## src/rtl/core/tcd_sqrt.sv

```systemverilog
// Pipelined floor square root, one result bit per stage.
module tcd_sqrt #(
   parameter int IW = 64
)(
   input  logic            clock,
   input  logic            en,
   input  logic [IW-1:0]   x,
   output logic [IW/2-1:0] root
);

   localparam int RW = IW / 2;

   logic [IW-1:0] rem_ff  [RW];
   logic [RW-1:0] root_ff [RW];

   for (genvar k = 0; k < RW; k++) begin : g_stage
      localparam int B = RW - 1 - k;
      logic [IW-1:0] rem_i;
      logic [RW-1:0] root_i;
      logic [IW:0]   trial;

      if (k == 0) begin : g_first
         assign rem_i  = x;
         assign root_i = '0;
      end else begin : g_next
         assign rem_i  = rem_ff[k-1];
         assign root_i = root_ff[k-1];
      end

      // (root + 2^B)^2 - root^2
      assign trial = ((IW+1)'(root_i) << (B + 1)) + ((IW+1)'(1) << (2 * B));

      always_ff @(posedge clock) begin
         if (en) begin
            if ({1'b0, rem_i} >= trial) begin
               rem_ff[k]  <= rem_i - trial[IW-1:0];
               root_ff[k] <= root_i | (RW'(1) << B);
            end else begin
               rem_ff[k]  <= rem_i;
               root_ff[k] <= root_i;
            end
         end
      end
   end

   assign root = root_ff[RW-1];

endmodule

```

## config.mk

```make
export PLATFORM = sky130hd
export DESIGN_NAME = tcd_sqrt
export DESIGN_NICKNAME = d
export VERILOG_FILES = /design/src/rtl/core/tcd_sqrt.sv
export SDC_FILE = /design/constraint.sdc
export NUM_CORES = 2
export LEC_CHECK = 0
export BUFFER_PORTS_ARGS = -buffer_cell sky130_fd_sc_hd__buf_2
export CAP_MARGIN = 0
export CORE_MARGIN = 3
export CORE_UTILIZATION = 30
export CTS_CLUSTER_DIAMETER = 30
export DETAILED_ROUTE_END_ITERATION = 10
export SLEW_MARGIN = 0
export SYNTH_ARGS = -nofsm -noshare
export SYNTH_HDL_FRONTEND = slang
export SYNTH_SLANG_ARGS = --single-unit
```

## constraint.sdc

```tcl
create_clock -name clock -period 6.45 [get_ports clock]
set_clock_uncertainty 0.05 [all_clocks]
set_input_delay 0.9675 -clock clock [delete_from_list [all_inputs] [get_ports clock]]
set_output_delay 0.9675 -clock clock [all_outputs]
set_load 0.005 [all_outputs]
```

==> out/results.txt <==
Grt ovf = 0
Placed cells = 15100
Clock buffer depth = 4
Die width = 642 um
Layout cells sized above 1 = 9.89%
Via count = 77200
Main combinational cell family by area after synthesis = simple AND/OR/NAND/NOR gates
Sw Pwr = 0.0157 W
GP Congestion = 0.954
Register clock-pin slew on the reported worst setup and hold paths = 0.06 ns
Die Footprint = 0.412 sq mm
Tot Pwr = 0.0557 W
Synth unique cells = 90
Final wirelength = 298000 um
Top FF cell, synth = edfxtp_1
Critical Path AT = 5.64 ns
Crit-path max FO = 9
Remaining DRCs = 0
Nets = 10800
Post-layout min period = 5.06 ns
PortBufs = 97
Seq cells post-synth = 2512
Synth-to-Final Area Change = 18.6%
Pwr per Cell Area = 388 mW/mm^2
Max_cap viols = 0
RSZ-0062 raised after global routing = false
Core Area = 0.401 sq mm
WL/cell = 18.7 um
Setup Crit Path Kind = flop to flop
Synth warn = 0
Mapped Area = 0.121 sq mm
Pleak = 53.3 nW
TNS Setup = 0 ns
Ys async rst share = 0%
Setup violators final = 0
Clk pwr share = 42.5%
Flop pwr share = 40.1%
Syn_area_per_cell = 12.4 sq um
1st-iter DRT viols = 5114
Clk_lat worst skew = 0.96 ns
PostCTS Resize Cnt = 0
Slew Viols, Final = 0
Cell accounting for the most synthesized area = edfxtp_1
Hold Crit Class = primary input to flop
Final Non-Filler Cells = 15900
Worst-Margin Slew = 1.25 ns
Clk sinks = 2512
Share of the synthesized area in the top cell type = 62.2%
Num CTS Buffers = 444
Simple-gate area share of the yosys netlist = 12.7%
CTS tree = yes
Pre-antenna DRT Iters = 6
Root Buffer = clkbuf_16
Switching share of power = 28.2%
Starting Density = 30.2%
Syn_nets = 10400
I/O Pins = 98
Tot GR Track Use = 14.1%
Antenna viol nets, final = 0
Max VDD drop = 279 uV
Die height = 642 um
Synthesized instance count = 9770
Global-route wire length before repair = 453000 um
Mux cell area share after synthesis = 0.472%
Post-synthesis adder-cell area fraction = 5.76%
CTS Hold Buffers Added = 0
H-tree levels = 5
Register area share after synthesis = 62.2%
Slew Limit Headroom = 15.6%
Status = finished, final reports clean
Combinational power share = 17.4%
Largest net degree at the start of global routing = 184
Final Cycle Share = 78.4%
Drt via density = 4.84
Setup crit start kind = flop
Peak Freq = 198 MHz
Post-Synth XOR/XNOR Area = 6.34%
Initial antenna violation count = 4
Setup crit end kind = flop
Post-DP HPWL = 226000 um
Compound-Gate Fraction of Synth Area = 9.62%
Critical path data required time = 7.03 ns
Hold Vio Cnt, Final = 0
Synth top area cells = edfxtp_1, ha_1, xor2_1
Rows = 232
Vias in the first global route = 77800
P_int = 0.0400 W
# Post-CTS Setup Buffers = 0
EDFF count, synth = 2512
power groups by stage:
stage / logic [W] / registers (W) / clock network, W
after CTS: 0.00967 / 0.0223 / 0.0241
final: 0.00968 / 0.0223 / 0.0237
after floorplan: 0.00727 / 0.0219 / 0
after global placement: 0.00960 / 0.0226 / 0
after detailed placement: 0.00962 / 0.0226 / 0
after global routing: 0.0108 / 0.0225 / 0.0249
worst max-delay path: stages (launching register included):
cell,delay [ns]
edfxtp_1,0.39
inv_1,0.06
ha_1,0.44
and4b_1,0.31
nand2_1,0.21
nor4_1,1.09
a2111oi_0,0.34
or3_1,0.43
a22oi_1,0.14
o21ai_1,0.18
or3_1,0.47
or4b_1,0.56
xnor2_1,0.14
synthesized netlist by cell type, types with 14 or more instances:
cell and number:
o41ai_1 15, nor3_1 277, o31ai_1 53, xnor2_1 404, o211ai_1 31, or2_2 32, inv_1 699, a2111oi_0 18
a31oi_1 47, nand4_1 146, nor4b_1 61, and3_1 61, o21a_1 135, mux2_2 41, o21ai_1 62, nand2b_1 113
or4_1 97, clkbuf_1 204, nor2b_1 79, o21bai_1 48, or3_1 122, o21ai_0 467, and2_1 27, o2111ai_1 19
nand2_1 712, buf_2 14, nor4_1 373, nand3b_1 21, xor2_1 474, nand4b_1 37, nor2_1 581, a21boi_0 33
edfxtp_1 2512, a21o_1 224, a211oi_1 31, a21oi_1 537, a211o_1 19, nand3_1 163, ha_1 558, o31a_1 14
flip-flops by register name, summed over array words and instances (netlist names):
signal	cells
root_ff	528
rem_ff	1984
cell usage in the layout, fill, tap and decap left out, drive strengths merged, types with 176 or more instances in the layout:
cell type / n
a21o: 224
a21oi: 537
buf: 176
clkbuf: 486
edfxtp: 2512
ha: 558
inv: 770
nand2: 713
nor2: 581
nor3: 277
nor4: 373
o21ai: 529
xnor2: 404
xor2: 474
logic make-up (layout without fill, tap and decap cells):
| kind of cell | count (synthesis) | count (layout) |
|---|---|---|
| DFF | 2512 | 2512 |
| buffers and inverters | 931 | 1712 |
| xor gates and xnor gates | 878 | 878 |
| AOI/OAI and AO/OA | 1870 | 1870 |
| other | 0 | 6 |
| adders and majority gates | 558 | 558 |
| and+or+nand+nor | 2969 | 2969 |
| muxes | 52 | 52 |
layer usage:
| layer | track usage (%) | vias up | share of wire, % |
|---|---|---|---|
| li1 | - | 37700 | - |
| met1 | 14.1 | 37000 | 36 |
| met2 | 27.5 | 1835 | 55 |
| met3 | 1.95 | 743 | 3.6 |
| met4 | 8.32 | 0 | 6.1 |
| met5 | 0 | - | 0 |
final timing paths:
path / end / start / slack [ns] / depth (start not counted)
worst max-delay path: rem_ff[1][633]$_DFFE_PP_ / root_ff[1][287]$_DFFE_PP_ / 1.39 / 12
worst min-delay path: rem_ff[0][32]$_DFFE_PP_ / x[32] / 0.20 / 1
worst max register to register: rem_ff[1][633]$_DFFE_PP_ / root_ff[1][287]$_DFFE_PP_ / 1.39 / 12
worst min register to register: rem_ff[0][352]$_DFFE_PP_ / rem_ff[0][288]$_DFFE_PP_ / 0.34 / 0
metrics by stage:
step	utilization (%)	instance area, sq um	hold WS, ns	setup WS (ns)
finish	35.9	144000	0.196	1.39
global route	35.9	144000	0.150	1.07
CTS	35.9	144000	0.125	1.21
detailed placement	32.0	128000	0.382	1.21
global placement	32.0	128000	0.375	1.24
floorplan	-	121000	0.367	1.57
cell type report:
| cell class | instances | area (sq um) |
|---|---|---|
| Antenna cell | 6 | 15.0 |
| Inverter | 702 | 2640 |
| Clock inverter | 348 | 3960 |
| Multi-Input combinational cell | 6327 | 42400 |
| Timing Repair Buffer | 176 | 1170 |
| Fill cell | 38700 | 257000 |
| Sequential cell | 2512 | 75400 |
| Tap cell | 5382 | 6730 |
| Clock buffer | 486 | 11400 |
(Power assumes the default switching activity.)
